[src/design/wstm_pkg.sv]
// ----------------------------------------------------------------------------
// wstm_pkg
// Shared types and constants for the weekly start-time match table.
// ----------------------------------------------------------------------------
`timescale 1ns / 1ps

package wstm_pkg;

    localparam logic [10:0] MINUTES_PER_DAY = 11'd1440;
    localparam logic [11:0] START_WINDOW    = 12'd2;

    typedef enum logic [2:0] {
        OP_ADD      = 3'd0,
        OP_UPDATE   = 3'd1,
        OP_REMOVE   = 3'd2,
        OP_CLEAR    = 3'd3,
        OP_READ     = 3'd4,
        OP_CHECK    = 3'd5,
        OP_VALIDATE = 3'd6
    } op_t;

    typedef enum logic [1:0] {
        ST_IDLE,
        ST_WALK,
        ST_DONE
    } state_t;

    // register index on the configuration port
    typedef enum logic {
        REG_VALVE_MIN = 1'b0,
        REG_VALVE_MAX = 1'b1
    } reg_idx_t;

    typedef struct packed {
        logic [7:0]  valve;
        logic [6:0]  day_mask;
        logic [10:0] start_minute;
        logic        enabled;
    } entry_t;

    // input item, slot in the lowest bits
    typedef struct packed {
        logic [1:0]  pad;
        logic [2:0]  now_day;
        logic [10:0] now_minute;
        logic        enabled;
        logic [10:0] start_minute;
        logic [6:0]  day_mask;
        logic [7:0]  valve;
        logic [4:0]  slot;
    } in_item_t;

    // result item, ok in bit 0
    typedef struct packed {
        logic        read_enabled;
        logic [10:0] read_start;
        logic [6:0]  read_days;
        logic [7:0]  read_valve;
        logic [5:0]  count;
        logic [4:0]  match_slot;
        logic        found;
        logic        ok;
    } res_item_t;

    function automatic logic entry_pending(input entry_t e, input logic [10:0] now,
                                           input logic [2:0] day);
        logic [7:0] days_ext;
        logic       day_hit;
        logic       in_window;
        days_ext  = {1'b0, e.day_mask};   // day 7 selects the zero bit
        day_hit   = days_ext[day];
        in_window = (now >= e.start_minute) &&
                    ({1'b0, now} < ({1'b0, e.start_minute} + START_WINDOW));
        return e.enabled && day_hit && in_window;
    endfunction

    function automatic logic entry_invalid(input entry_t e, input logic [7:0] vmin,
                                           input logic [7:0] vmax);
        return (e.valve < vmin) || (e.valve > vmax) ||
               (e.start_minute >= MINUTES_PER_DAY);
    endfunction

endpackage

[src/design/weekly_start_time_match_table.sv]
// ----------------------------------------------------------------------------
// weekly_start_time_match_table
// Schedule entry table with add/update/remove/clear/read/check/validate.
// ----------------------------------------------------------------------------
// One item is taken at a time; the next is accepted as soon as the previous
// result has moved to the output register. Add, update, clear, refused and
// unknown operations go straight to the done state; read fetches one entry.
// Remove, check and validate walk the entry RAM one entry per cycle through
// its single read port: remove shifts the entries above the slot down by one,
// check and validate walk all entries, stopping early at the first match or
// failing entry. The table needs no clearing after reset.
`timescale 1ns / 1ps

module weekly_start_time_match_table #(
    parameter int MAX_ENTRIES = 32
) (
    input  logic        clk,
    input  logic        rst_n,
    // input items
    input  logic        s_tvalid,
    output logic        s_tready,
    // slot[4:0], valve[12:5], day_mask[19:13], start_minute[30:20],
    // enabled[31], now_minute[42:32], now_day[45:43], zero[47:46]
    input  logic [47:0] s_tdata,
    // operation[2:0]
    input  logic [2:0]  s_tuser,
    // result items
    output logic        m_tvalid,
    input  logic        m_tready,
    // ok[0], found[1], match_slot[6:2], count[12:7], read_valve[20:13],
    // read_days[27:21], read_start[38:28], read_enabled[39]
    output logic [39:0] m_tdata,
    // configuration
    input  logic        psel,
    input  logic        penable,
    input  logic        pwrite,
    input  logic [2:0]  paddr,
    input  logic [31:0] pwdata,
    output logic [31:0] prdata,
    output logic        pready
);

    localparam int AW     = (MAX_ENTRIES > 1) ? $clog2(MAX_ENTRIES) : 1;
    localparam int CW     = $clog2(MAX_ENTRIES + 1);
    localparam int CMP_W  = CW + 5;

    wstm_pkg::state_t    state_reg, state_next;
    wstm_pkg::op_t       op_reg, op_next;
    logic [CW-1:0]       count_reg, count_next;
    logic [CW-1:0]       idx_reg, idx_next;
    logic [CW-1:0]       lim_reg, lim_next;
    logic                rd_vld_reg, rd_vld_next;
    logic [CW-1:0]       rd_idx_reg, rd_idx_next;
    logic                ok_reg, ok_next;
    logic                found_reg, found_next;
    logic [4:0]          match_reg, match_next;
    wstm_pkg::entry_t    rdent_reg, rdent_next;
    logic [10:0]         now_reg, now_next;
    logic [2:0]          day_reg, day_next;
    logic                out_vld_reg, out_vld_next;
    wstm_pkg::res_item_t out_reg, out_next;
    logic [7:0]          vmin_reg, vmax_reg;

    wstm_pkg::in_item_t  in_item;
    wstm_pkg::entry_t    in_entry;
    wstm_pkg::entry_t    rdata;
    logic [26:0]         rdata_raw;
    logic                mem_we;
    logic [AW-1:0]       mem_waddr;
    wstm_pkg::entry_t    mem_wdata;
    logic [AW-1:0]       mem_raddr;
    logic                accept;
    logic                slot_ok;
    logic                issue;
    logic                stop;
    logic                cfg_wr;

    assign in_item  = wstm_pkg::in_item_t'(s_tdata);
    assign in_entry = '{valve:        in_item.valve,
                        day_mask:     in_item.day_mask,
                        start_minute: in_item.start_minute,
                        enabled:      in_item.enabled};
    assign rdata    = wstm_pkg::entry_t'(rdata_raw);

    assign s_tready = (state_reg == wstm_pkg::ST_IDLE);
    assign accept   = s_tvalid && s_tready;
    assign slot_ok  = (CMP_W'(in_item.slot) < CMP_W'(count_reg));
    assign issue    = (idx_reg < lim_reg);

    wstm_ram #(
        .WIDTH (27),
        .DEPTH (MAX_ENTRIES),
        .AW    (AW)
    ) u_ram (
        .clk   (clk),
        .we    (mem_we),
        .waddr (mem_waddr),
        .wdata (mem_wdata),
        .raddr (mem_raddr),
        .rdata (rdata_raw)
    );

    always_comb
    begin
        state_next   = state_reg;
        op_next      = op_reg;
        count_next   = count_reg;
        idx_next     = idx_reg;
        lim_next     = lim_reg;
        rd_vld_next  = 1'b0;
        rd_idx_next  = rd_idx_reg;
        ok_next      = ok_reg;
        found_next   = found_reg;
        match_next   = match_reg;
        rdent_next   = rdent_reg;
        now_next     = now_reg;
        day_next     = day_reg;
        out_next     = out_reg;
        out_vld_next = out_vld_reg && !m_tready;
        mem_we       = 1'b0;
        mem_waddr    = AW'(count_reg);
        mem_wdata    = in_entry;
        mem_raddr    = AW'(idx_reg);
        stop         = 1'b0;

        unique case (state_reg)
            wstm_pkg::ST_IDLE:
            begin
                if (accept)
                begin
                    op_next    = wstm_pkg::op_t'(s_tuser);
                    ok_next    = 1'b0;
                    found_next = 1'b0;
                    match_next = '0;
                    rdent_next = '0;
                    now_next   = in_item.now_minute;
                    day_next   = in_item.now_day;
                    state_next = wstm_pkg::ST_DONE;
                    unique case (wstm_pkg::op_t'(s_tuser))
                        wstm_pkg::OP_ADD:
                        begin
                            if (count_reg < CW'(MAX_ENTRIES))
                            begin
                                mem_we     = 1'b1;
                                mem_waddr  = AW'(count_reg);
                                count_next = count_reg + 1'b1;
                                ok_next    = 1'b1;
                            end
                        end
                        wstm_pkg::OP_UPDATE:
                        begin
                            if (slot_ok)
                            begin
                                mem_we    = 1'b1;
                                mem_waddr = AW'(in_item.slot);
                                ok_next   = 1'b1;
                            end
                        end
                        wstm_pkg::OP_REMOVE:
                        begin
                            if (slot_ok)
                            begin
                                ok_next    = 1'b1;
                                idx_next   = CW'(in_item.slot) + 1'b1;
                                lim_next   = count_reg;
                                state_next = wstm_pkg::ST_WALK;
                            end
                        end
                        wstm_pkg::OP_CLEAR:
                        begin
                            count_next = '0;
                            ok_next    = 1'b1;
                        end
                        wstm_pkg::OP_READ:
                        begin
                            if (slot_ok)
                            begin
                                ok_next    = 1'b1;
                                idx_next   = CW'(in_item.slot);
                                lim_next   = CW'(in_item.slot) + 1'b1;
                                state_next = wstm_pkg::ST_WALK;
                            end
                        end
                        wstm_pkg::OP_CHECK, wstm_pkg::OP_VALIDATE:
                        begin
                            ok_next    = 1'b1;
                            idx_next   = '0;
                            lim_next   = count_reg;
                            state_next = wstm_pkg::ST_WALK;
                        end
                        default:
                        begin
                            ok_next = 1'b0;
                        end
                    endcase
                end
            end

            wstm_pkg::ST_WALK:
            begin
                // data read last cycle arrives now for entry rd_idx_reg
                if (rd_vld_reg)
                begin
                    unique case (op_reg)
                        wstm_pkg::OP_READ:
                        begin
                            rdent_next = rdata;
                            stop       = 1'b1;
                        end
                        wstm_pkg::OP_CHECK:
                        begin
                            if (wstm_pkg::entry_pending(rdata, now_reg, day_reg))
                            begin
                                found_next = 1'b1;
                                match_next = 5'(rd_idx_reg);
                                stop       = 1'b1;
                            end
                        end
                        wstm_pkg::OP_VALIDATE:
                        begin
                            if (wstm_pkg::entry_invalid(rdata, vmin_reg, vmax_reg))
                            begin
                                ok_next = 1'b0;
                                stop    = 1'b1;
                            end
                        end
                        wstm_pkg::OP_REMOVE:
                        begin
                            // shift down by one
                            mem_we    = 1'b1;
                            mem_waddr = AW'(rd_idx_reg - 1'b1);
                            mem_wdata = rdata;
                        end
                        default:
                        begin
                            stop = 1'b1;
                        end
                    endcase
                end

                if (stop || !issue)
                begin
                    if (op_reg == wstm_pkg::OP_REMOVE)
                    begin
                        count_next = count_reg - 1'b1;
                    end
                    state_next = wstm_pkg::ST_DONE;
                end
                else
                begin
                    mem_raddr   = AW'(idx_reg);
                    rd_vld_next = 1'b1;
                    rd_idx_next = idx_reg;
                    idx_next    = idx_reg + 1'b1;
                end
            end

            wstm_pkg::ST_DONE:
            begin
                if (!out_vld_reg || m_tready)
                begin
                    out_next.ok           = ok_reg;
                    out_next.found        = found_reg;
                    out_next.match_slot   = match_reg;
                    out_next.count        = 6'(count_reg);
                    out_next.read_valve   = rdent_reg.valve;
                    out_next.read_days    = rdent_reg.day_mask;
                    out_next.read_start   = rdent_reg.start_minute;
                    out_next.read_enabled = rdent_reg.enabled;
                    out_vld_next          = 1'b1;
                    state_next            = wstm_pkg::ST_IDLE;
                end
            end

            default:
            begin
                state_next = wstm_pkg::ST_IDLE;
            end
        endcase
    end

    always_ff @(posedge clk or negedge rst_n)
    begin
        if (!rst_n)
        begin
            state_reg   <= wstm_pkg::ST_IDLE;
            count_reg   <= '0;
            rd_vld_reg  <= 1'b0;
            out_vld_reg <= 1'b0;
            idx_reg     <= '0;
            lim_reg     <= '0;
        end
        else
        begin
            state_reg   <= state_next;
            count_reg   <= count_next;
            rd_vld_reg  <= rd_vld_next;
            out_vld_reg <= out_vld_next;
            idx_reg     <= idx_next;
            lim_reg     <= lim_next;
        end
    end

    always_ff @(posedge clk)
    begin
        op_reg     <= op_next;
        rd_idx_reg <= rd_idx_next;
        ok_reg     <= ok_next;
        found_reg  <= found_next;
        match_reg  <= match_next;
        rdent_reg  <= rdent_next;
        now_reg    <= now_next;
        day_reg    <= day_next;
        out_reg    <= out_next;
    end

    assign m_tvalid = out_vld_reg;
    assign m_tdata  = out_reg;

    // configuration registers
    assign pready = 1'b1;
    assign cfg_wr = psel && penable && pwrite && pready;

    always_ff @(posedge clk or negedge rst_n)
    begin
        if (!rst_n)
        begin
            vmin_reg <= 8'd0;
            vmax_reg <= 8'd255;
        end
        else if (cfg_wr)
        begin
            unique case (wstm_pkg::reg_idx_t'(paddr[2]))
                wstm_pkg::REG_VALVE_MIN: vmin_reg <= pwdata[7:0];
                wstm_pkg::REG_VALVE_MAX: vmax_reg <= pwdata[7:0];
                default:                 vmin_reg <= vmin_reg;
            endcase
        end
    end

    always_comb
    begin
        unique case (wstm_pkg::reg_idx_t'(paddr[2]))
            wstm_pkg::REG_VALVE_MIN: prdata = {24'd0, vmin_reg};
            wstm_pkg::REG_VALVE_MAX: prdata = {24'd0, vmax_reg};
            default:                 prdata = '0;
        endcase
    end

    // count never exceeds the table depth
    a_count_range: assert property (@(posedge clk) disable iff (!rst_n)
        count_reg <= CW'(MAX_ENTRIES))
        else $error("entry count above table depth");

    // writes land at or below the current count
    a_write_addr: assert property (@(posedge clk) disable iff (!rst_n)
        mem_we |-> (CMP_W'(mem_waddr) <= CMP_W'(count_reg)))
        else $error("table write beyond count");

    // returning read data only while walking
    a_rd_in_walk: assert property (@(posedge clk) disable iff (!rst_n)
        rd_vld_reg |-> (state_reg == wstm_pkg::ST_WALK))
        else $error("read data outside walk");

    // a finished item reaches the output register
    a_done_loads: assert property (@(posedge clk) disable iff (!rst_n)
        (state_reg == wstm_pkg::ST_DONE) && (!out_vld_reg || m_tready) |=> m_tvalid)
        else $error("result not loaded");

endmodule

[src/design/wstm_ram.sv]
// ----------------------------------------------------------------------------
// wstm_ram
// Generic RAM: one write port, one read port, registered read data.
// ----------------------------------------------------------------------------
`timescale 1ns / 1ps

module wstm_ram #(
    parameter int WIDTH = 27,
    parameter int DEPTH = 32,
    parameter int AW    = (DEPTH > 1) ? $clog2(DEPTH) : 1
) (
    input  logic             clk,
    input  logic             we,
    input  logic [AW-1:0]    waddr,
    input  logic [WIDTH-1:0] wdata,
    input  logic [AW-1:0]    raddr,
    output logic [WIDTH-1:0] rdata
);

    logic [WIDTH-1:0] mem [DEPTH];
    logic [WIDTH-1:0] rdata_reg;

    always_ff @(posedge clk)
    begin
        if (we)
        begin
            mem[waddr] <= wdata;
        end
        rdata_reg <= mem[raddr];
    end

    assign rdata = rdata_reg;

endmodule
[config.mk]
export PLATFORM = sky130hd
export DESIGN_NAME = weekly_start_time_match_table
export DESIGN_NICKNAME = d
export VERILOG_FILES = /design/src/design/wstm_pkg.sv /design/src/design/weekly_start_time_match_table.sv /design/src/design/wstm_ram.sv
export SDC_FILE = /design/constraint.sdc
export NUM_CORES = 1
export LEC_CHECK = 0
export BUFFER_PORTS_ARGS = -buffer_cell sky130_fd_sc_hd__buf_2
export CAP_MARGIN = 20
export CORE_MARGIN = 8
export CORE_UTILIZATION = 30
export CTS_CLUSTER_DIAMETER = 50
export CTS_CLUSTER_SIZE = 8
export DETAILED_ROUTE_END_ITERATION = 6
export PLACE_DENSITY = 0.54
export SLEW_MARGIN = 20
export SYNTH_ARGS = -nofsm -noshare
export SYNTH_HDL_FRONTEND = slang
export SYNTH_HIERARCHICAL = 1
export SYNTH_SLANG_ARGS = --single-unit
[constraint.sdc]
create_clock -name clk -period 6.5 [get_ports clk]
set_input_delay 0.65 -clock clk [delete_from_list [all_inputs] [get_ports clk]]
set_output_delay 0.65 -clock clk [all_outputs]
set_load 0.03 [all_outputs]
Word-level counts from Yosys, hierarchy flattened --
Memory sizes are Yosys's and may differ from the RTL's. A register that Yosys moved wholly into a read port is not among the register bits. Index checks and enable logic that the tools add are counted.
Word-level totals: output and inout port bits 75, RAM bits 864, memories 1, ROM bits 0, input port bits 93, bits in latches 0, logic and storage cells 179, register bits 134
Cells by class: reductions and logical operators 34, $add $sub $neg 6, $lt $le $gt $ge 9, shift operators 0, multiplexer cells 70, divide/modulo/power cells 0, multipliers 0, equal/unequal tests 30, bitwise gates (word level) 2
Memory list:
- u_ram.mem | words 32, width 27, rd ports 1, clocked after memory_dff 1, write ports 1, line wstm_ram.sv:20 | logic [WIDTH-1:0] mem [DEPTH];
Operators with widths (number):
- two-way mux 27 bit | 6
- one-hot mux 32 bit (2 select lines) | 1
- two-way mux 6 bit | 9
- one-hot mux 27 bit (2 select lines) | 1
- two-way mux 5 bit | 9
- one-hot mux 6 bit (2 select lines) | 3
- one-hot mux 6 bit (3 select lines) | 2
- two-way mux 1 bit | 24
- one-hot mux 5 bit (2 select lines) | 2
- equality test 3 bit (second input constant) | 6
- inequality test 2 bit (second input constant) | 9
- AND reduction 5 bit | 3
- adder 11 x 2 -> 12 bit (second input constant) | 1
- adder 6 x 1 -> 6 bit (second input constant) | 2
- < comparator 11 x 12 -> 1 bit | 1
- AND reduction 6 bit | 2
- greater-or-equal comparator 11 bit | 1
- greater-or-equal comparator 11 bit (second input constant) | 1
- AND reduction 2 bit | 5
- equality test 3 x 2 -> 1 bit (second input constant) | 3
- inequality test 3 bit (second input constant) | 3
- > comparator 8 bit | 1
- < comparator 8 bit | 1
- two-way mux 2 bit | 4
- 30 further kinds | 51

Logic depth before layout (Yosys ltp) --
Gate-level depths: netlist of the first run.
depth in word-level cells 11, mapped depth 15, mapped depth without buffers 14

Modules after synthesis --
The synthesis of the first run kept the hierarchy.
By module, submodules not included:
- wstm_ram | sequential area each 26485.4 um2, instances 1, cells each 1915, area an instance 34222.8 um2
- weekly_start_time_match_table | sequential area each 3843.7 um2, instances 1, cells each 666, area an instance 7338.3 um2

Worst setup path after synthesis of the first run --
OpenSTA, ideal clock, no wires.
kind input to register, start point input port s_tvalid, end point memory u_ram.mem[28][0], enable pin, stages on the path 11, arrival 4.441 ns, slack 1.648 ns, library setup time 0.411 ns, cell sequence nand2b_1 -> nor2_1 -> and4_1 -> clkbuf_1 -> nor2_1 -> a211oi_1 -> a31oi_1 -> o22a_1 -> or3b_2 -> clkbuf_1 -> nor2_1
On the way: elaborated cells on any way between the ends 7
RTL lines:
- start, declared | line weekly_start_time_match_table.sv:20 | input logic s_tvalid,
- logical AND 1 bit | line weekly_start_time_match_table.sv:86 | assign accept = s_tvalid && s_tready;
- two-way mux 5 bit | line weekly_start_time_match_table.sv:129 | if (accept)
- one-hot mux 5 bit (2 select lines) | line weekly_start_time_match_table.sv:126 | unique case (state_reg)
- net mem_waddr[1] | line weekly_start_time_match_table.sv:69 | logic [AW-1:0] mem_waddr;
- end, declared | line wstm_ram.sv:20
The timed path passes the listed nets, and every way through them passes these cells.

Final worst setup path of the first run --
start point register count_reg[2], end point memory u_ram.mem[17][2], enable pin
On the way: elaborated cells on any way between the ends 15
RTL lines:
- start, declared | line weekly_start_time_match_table.sv:49 | logic [CW-1:0] count_reg, count_next;
- start signal, assigned | line weekly_start_time_match_table.sv:296 | count_reg <= count_next;
- < comparator 5 x 6 -> 1 bit | line weekly_start_time_match_table.sv:87 | assign slot_ok = (CMP_W'(in_item.slot) < CMP_W'(count_reg));
- two-way mux 5 bit | line weekly_start_time_match_table.sv:152 | if (slot_ok)
- two-way mux 5 bit
- two-way mux 5 bit | line weekly_start_time_match_table.sv:129
- one-hot mux 5 bit (2 select lines) | line weekly_start_time_match_table.sv:126
- net mem_waddr[1] | line weekly_start_time_match_table.sv:69
The timed path passes the listed nets, and every way through them passes these cells.

==> flow_metrics.env, run 1 <==
export IMPL_power_frac_seq=0.395
export IMPL_syn_area_um2=41560
export IMPL_cp_max_fo=17
export IMPL_rsz0062_at_grt="false"
export IMPL_ys_warnings_count=6
export IMPL_ys_types=70
export IMPL_p_int_mw=13.97
export IMPL_wl_um=101200
export IMPL_synth_flop_cell="edfxtp_1"
export IMPL_port_buffers=114
export IMPL_ir_drop_v=0.0003716
export IMPL_p_sw_mw=6.862
export IMPL_end_kind="flip-flop"
export IMPL_top_register="u_ram/mem"
export IMPL_place_congestion=0.7774
export IMPL_drc=0
export IMPL_total_power_mw=20.83
export IMPL_drtIter0Drc=1690
export IMPL_worstSkewPairLatency_ps=730
export IMPL_synth_cells=2581
export IMPL_setup_viol=0
export IMPL_postCtsSetupBuffers=0
export IMPL_die_h_um=388.2
export IMPL_coreArea_um2=137500
export IMPL_grt_pass1_vias=22530
export IMPL_start_util=0.3023
export IMPL_dp_cells=4402
export IMPL_utilization=0.3534
export IMPL_fp_row_count=136
export IMPL_firstDrtPassIters=5
export IMPL_finalCritPeriodShare=0.7741
export IMPL_cts_sinks=1025
export IMPL_maxSlewViolCount=0
export IMPL_overflow=0
export IMPL_die_x_um=388.2
export IMPL_fillers=12950
export IMPL_ys_ff_latch=1025
export IMPL_p_comb_frac=0.278
export IMPL_numCtsBuffers=149
export IMPL_grt_antenna_before_repair=6
export IMPL_avgSynthCellArea_um2=16.10
export IMPL_worstMarginPinSlew_ps=1174
export IMPL_period_needed_ps=5032
export IMPL_status="complete, no violations"
export IMPL_start_kind="flip-flop"
export IMPL_largest_reg_flops=864
export IMPL_synth_async_sr_flop_share=0.03707
export IMPL_final_setup_tns_ps=0
export IMPL_io_pins=168
export IMPL_yosysMostFrequentCell="edfxtp_1"
export IMPL_final_layout_size_suffix_gt1_frac=0.1568
export IMPL_pwr_share_clk=0.327
export IMPL_worst_slack_ps=1468
export IMPL_ant_nets=0
export IMPL_p_leak_nw=17.34
export IMPL_p_per_area_nw_per_um2=428.8
export IMPL_hold_buffers=1
export IMPL_swShare=0.3294
export IMPL_finalHoldViolations=0
export IMPL_final_area_um2=48590
export IMPL_wire_per_inst_um=21.90
export IMPL_die_area_um2=150700
export IMPL_grtUsageTotal=0.1298
export IMPL_clkTransAtPathRegs_ps=50
export IMPL_fin_skew_ps=25.89
export IMPL_yosysSeqAreaShare=0.7297
export IMPL_syn_to_final_growth_pct=16.90
export IMPL_final_nets=2908
export IMPL_worstHoldPathType="primary input to flip-flop"
export IMPL_yosysTopAreaCell="edfxtp_1"
export IMPL_fin_cells=4620
export IMPL_synth_area_top_cells="edfxtp_1 (69%), mux2i_1 (11%), dfrtp_1 (1.8%)"
export IMPL_grt_start_max_net_pins=135
export IMPL_grt_pass1_wl_um=148900
export IMPL_slew_headroom=0.2173
export IMPL_h_tree_depth=4
export IMPL_cts_resized=0
export IMPL_synthTopCellsByCount="edfxtp_1 (960), mux2i_1 (436), nand2_1 (137)"
export IMPL_cts_root_buf="clkbuf_16"
export IMPL_clockBufferDepth=3
export IMPL_dpl_cell_area_um2=44360
export IMPL_fmax_mhz=198.7
export IMPL_maxCapViolCount=0
export IMPL_crit_type="flip-flop to flip-flop"
export IMPL_synth_edff_count=960
export IMPL_cts_tree="done"
export IMPL_arrival_ps=5440
export IMPL_vias=22550
export IMPL_viasPerCell=4.881
export IMPL_pre_cts_ws_ps=1421
export IMPL_required_ps=6910
export IMPL_dpl_hpwl_um=59920
export IMPL_netlist_area_leader_share=0.6936
export IMPL_hold_ws_ps=97.38
-- layer usage --
layer	track usage	vias to the layer above	wire length (µm)
li1	-	10320	-
met1	0.1817	11530	47460
met3	0.02497	138	5248
met2	0.2047	565	46340
met4	0.03828	2	2132
met5	0	-	13
-- final cells by class --
| cell class | instances | area [µm²] | share of cell area |
|---|---|---|---|
| well taps | 1794 | 2245 | 0.04620 |
| clock inverters | 16 | 171.4 | 0.003528 |
| repair buffers | 166 | 1186 | 0.02441 |
| flip-flops and latches | 1025 | 30330 | 0.6243 |
| multi-input cells | 1376 | 10540 | 0.2169 |
| diodes | 1 | 2.502 | 0.00005150 |
| clock buffers | 196 | 3936 | 0.08102 |
| inverters | 46 | 175.2 | 0.003605 |
-- power by group through the flow --
stage,logic [mW],clock network [mW],registers [mW]
floorplan,3.90,0,8.31
global placement,5.80,0,8.35
detailed placement,5.81,0,8.36
CTS,5.82,6.99,8.24
global route,6.23,7.25,8.28
finish,5.78,6.82,8.23
-- cell families after synthesis --
kind of cell,count (synthesis),synth area share
flops,1025,0.7297
mux,472,0.1150
simple gates,419,0.04763
compound gates,395,0.06223
buf+inv,203,0.02688
fa+ha+maj,51,0.01535
xor+xnor,14,0.002950
other cells,2,0.0001807
-- worst paths after layout --
check	start	slack, ps	endpoint	cells after the start
worst min register to register	rdent_reg[5]	410	m_tdata[32]	0
worst max-delay path	count_reg[2]	1470	u_ram/mem[17][2]	13
worst min-delay path	s_tdata[44]	100	day_reg[1]	1
min in group asynchronous	rst_n	540	vmin_reg[6]	3
worst max register to register	count_reg[2]	1470	u_ram/mem[17][2]	13
max in group asynchronous	rst_n	5510	idx_reg[0]	3
-- worst max-delay path, cell delays in order (launching register included) --
cell and delay, ps:
dfrtp_1 530, inv_1 180, ha_1 330, a21oi_1 140, o21ai_1 80, a21oi_1 330, and4_1 420, nor2_1 70
a211oi_1 210, a31oi_1 60, o22a_1 280, nand3b_1 810, nor2_4 900, buf_4 350
-- placed cells by master, fill, tap and decap left out, types with 45 or more instances in the layout --
| master | synthesis | routed |
|---|---|---|
| buf_2 | 21 | 114 |
| clkbuf_1 | 58 | 45 |
| a22o_1 | 55 | 55 |
| mux2i_1 | 436 | 436 |
| ha_1 | 51 | 51 |
| a22oi_1 | 82 | 82 |
| clkbuf_16 | 0 | 150 |
| a21oi_1 | 125 | 123 |
| edfxtp_1 | 960 | 960 |
| nand2_1 | 137 | 136 |
| nor2_1 | 80 | 47 |
| nand3_1 | 98 | 98 |
Note: power is estimated with default switching activity, not from simulation.
==> run 2, diff against run 1 <==
==> constraint.sdc (replaced) <==
create_clock -name clk -period 4.8 [get_ports clk]
set_input_delay 0.48 -clock clk [delete_from_list [all_inputs] [get_ports clk]]
set_output_delay 0.48 -clock clk [all_outputs]
set_load 0.03 [all_outputs]
==> flow_metrics.env, run 2 (synthesized netlist as in run 1, its figures left out) <==
export IMPL_io_pins=168
export IMPL_largest_reg_flops=864
export IMPL_overflow=0
export IMPL_finalHoldViolations=0
export IMPL_grt_antenna_before_repair=2
export IMPL_p_leak_nw=17.69
export IMPL_cts_sinks=1025
export IMPL_worstSkewPairLatency_ps=730
export IMPL_crit_chain="inv_1, ha_1, nand2_1, o21ai_1, a21oi_1, and4_1, a21oi_1, nor2_1, o221ai_1, nand2_1, nor2_4"
export IMPL_p_sw_mw=9.308
export IMPL_power_frac_seq=0.389
export IMPL_vias=22700
export IMPL_p_per_area_nw_per_um2=578.0
export IMPL_final_cell_mix="edfxtp_1 (960), mux2i_1 (436), clkbuf_16 (153), nand2_1 (136), a21oi_1 (123)"
export IMPL_fmax_mhz=225.0
export IMPL_swShare=0.3269
export IMPL_seq_area_um2=30330
export IMPL_grt_pass1_vias=22560
export IMPL_final_area_um2=49260
export IMPL_die_h_um=388.2
export IMPL_pwr_share_clk=0.331
export IMPL_fp_row_count=136
export IMPL_grt_pass1_wl_um=152200
export IMPL_viasPerCell=4.842
export IMPL_setup_viol=0
export IMPL_arrival_ps=4780
export IMPL_place_congestion=0.8156
export IMPL_grt_start_max_net_pins=128
export IMPL_end_kind="flip-flop"
export IMPL_final_common_cell="edfxtp_1"
export IMPL_ant_nets=0
export IMPL_cp_slowest_stage_delay_ps=980
export IMPL_grtUsageTotal=0.1338
export IMPL_worstHoldPathType="primary input to flip-flop"
export IMPL_multi_input_area_um2=10560
export IMPL_die_x_um=388.2
export IMPL_maxCapViolCount=0
export IMPL_required_ps=5130
export IMPL_rsz0062_at_grt="false"
export IMPL_crit_start="count_reg[2]"
export IMPL_fillers=12960
export IMPL_dpl_cell_area_um2=44760
export IMPL_drc=0
export IMPL_crit_type="flip-flop to flip-flop"
export IMPL_dpl_hpwl_um=63900
export IMPL_clkTransAtPathRegs_ps=50
export IMPL_cts_root_buf="clkbuf_16"
export IMPL_numCtsBuffers=148
export IMPL_h_tree_depth=4
export IMPL_port_buffers=114
export IMPL_start_util=0.3023
export IMPL_p_comb_frac=0.281
export IMPL_critPathSlowestCell="nor2_4"
export IMPL_worstMarginPinSlew_ps=1148
export IMPL_maxSlewViolCount=0
export IMPL_die_area_um2=150700
export IMPL_slew_headroom=0.2348
export IMPL_worstHoldStart="s_tuser[0]"
export IMPL_fin_skew_ps=17.40
export IMPL_final_layout_size_suffix_gt1_frac=0.1674
export IMPL_wire_per_inst_um=22.17
export IMPL_cp_max_fo=27
export IMPL_period_needed_ps=4445
export IMPL_start_kind="flip-flop"
export IMPL_final_nets=2973
export IMPL_wl_um=103900
export IMPL_p_int_mw=19.16
export IMPL_drtIter0Drc=1658
export IMPL_reg2reg_from="count_reg[2]"
export IMPL_cts_tree="done"
export IMPL_final_setup_tns_ps=0
export IMPL_finalCritPeriodShare=0.9259
export IMPL_status="complete, no violations"
export IMPL_top_register="u_ram/mem"
export IMPL_syn_to_final_growth_pct=18.51
export IMPL_firstDrtPassIters=5
export IMPL_ir_drop_v=0.0004202
export IMPL_clockBufferDepth=3
export IMPL_coreArea_um2=137500
==> run 2: area by class of cell <==
type	count	area share
flip-flops and latches	1025	0.6158
multi-input cells	1376	0.2144
clock buffers	196	0.08101
well taps	1794	0.04557
repair buffers	232	0.03541
clock inverters	16	0.004141
inverters	46	0.003556
diodes	2	0.0001016
==> run 2: metal layers <==
layer	track usage	up-vias	wire length, µm
met5	0	-	0
met4	0.03654	0	2032
met3	0.02752	128	4962
met2	0.2179	565	49300
met1	0.1819	11540	47610
li1	-	10470	-
==> run 2: path summary, 6_finish.rpt <==
kind / depth (start not counted) / slack, ps / end
setup / recovery: 11 / 360 / u_ram/mem[5][8]
hold / removal: 1 / 120 / op_reg[0]
setup reg to reg: 11 / 360 / u_ram/mem[5][8]
hold reg to reg: 0 / 410 / m_tdata[17]
max in group asynchronous: 2 / 3600 / idx_reg[0]
min in group asynchronous: 2 / 470 / vmin_reg[6]
==> run 2: repair_timing <==
| item | in CTS | in global routing |
|---|---|---|
| gates resized for setup | 0 | 0 |
| setup buffers | 0 | 0 |
| hold buffers | 27 | 0 |
| endpoints found under the hold margin | 64 | 0 |
==> run 2: metrics by stage <==
stage,utilization,hold slack [ps],power [mW],std cells,setup WS (ps)
after floorplan,-,184.4,16.53,2604,95.06
after global routing,0.3582,63.56,29.69,4685,27.91
after global placement,0.3255,402.1,19.22,4445,485.5
after CTS,0.3580,34.43,28.75,4684,411.8
final,0.3582,116.7,28.47,4687,355.5
after detailed placement,0.3255,404.5,19.23,4445,448.4
==> run 2: worst max-delay path, delay by kind of cell, from the launching register on <==
kind	cells	cell delay, ps
AND/OR/NAND/NOR	5	1870
AO/OA/AOI/OAI	4	1150
buffers and inverters	1	160
adder cells (fa/ha/maj)	1	320
flip-flops	1	510
==> run 2: power by group through the flow <==
| stage | Clock (mW) | Combinational (mW) | Sequential, mW |
|---|---|---|---|
| 6_report | 9.42 | 7.99 | 11.1 |
| 5_1_grt | 9.98 | 8.58 | 11.1 |
| 4_1_cts | 9.64 | 8.03 | 11.1 |
| 3_5_place_dp | 0 | 8.00 | 11.2 |
| 3_3_place_gp | 0 | 7.99 | 11.2 |
| 2_1_floorplan | 0 | 5.28 | 11.3 |
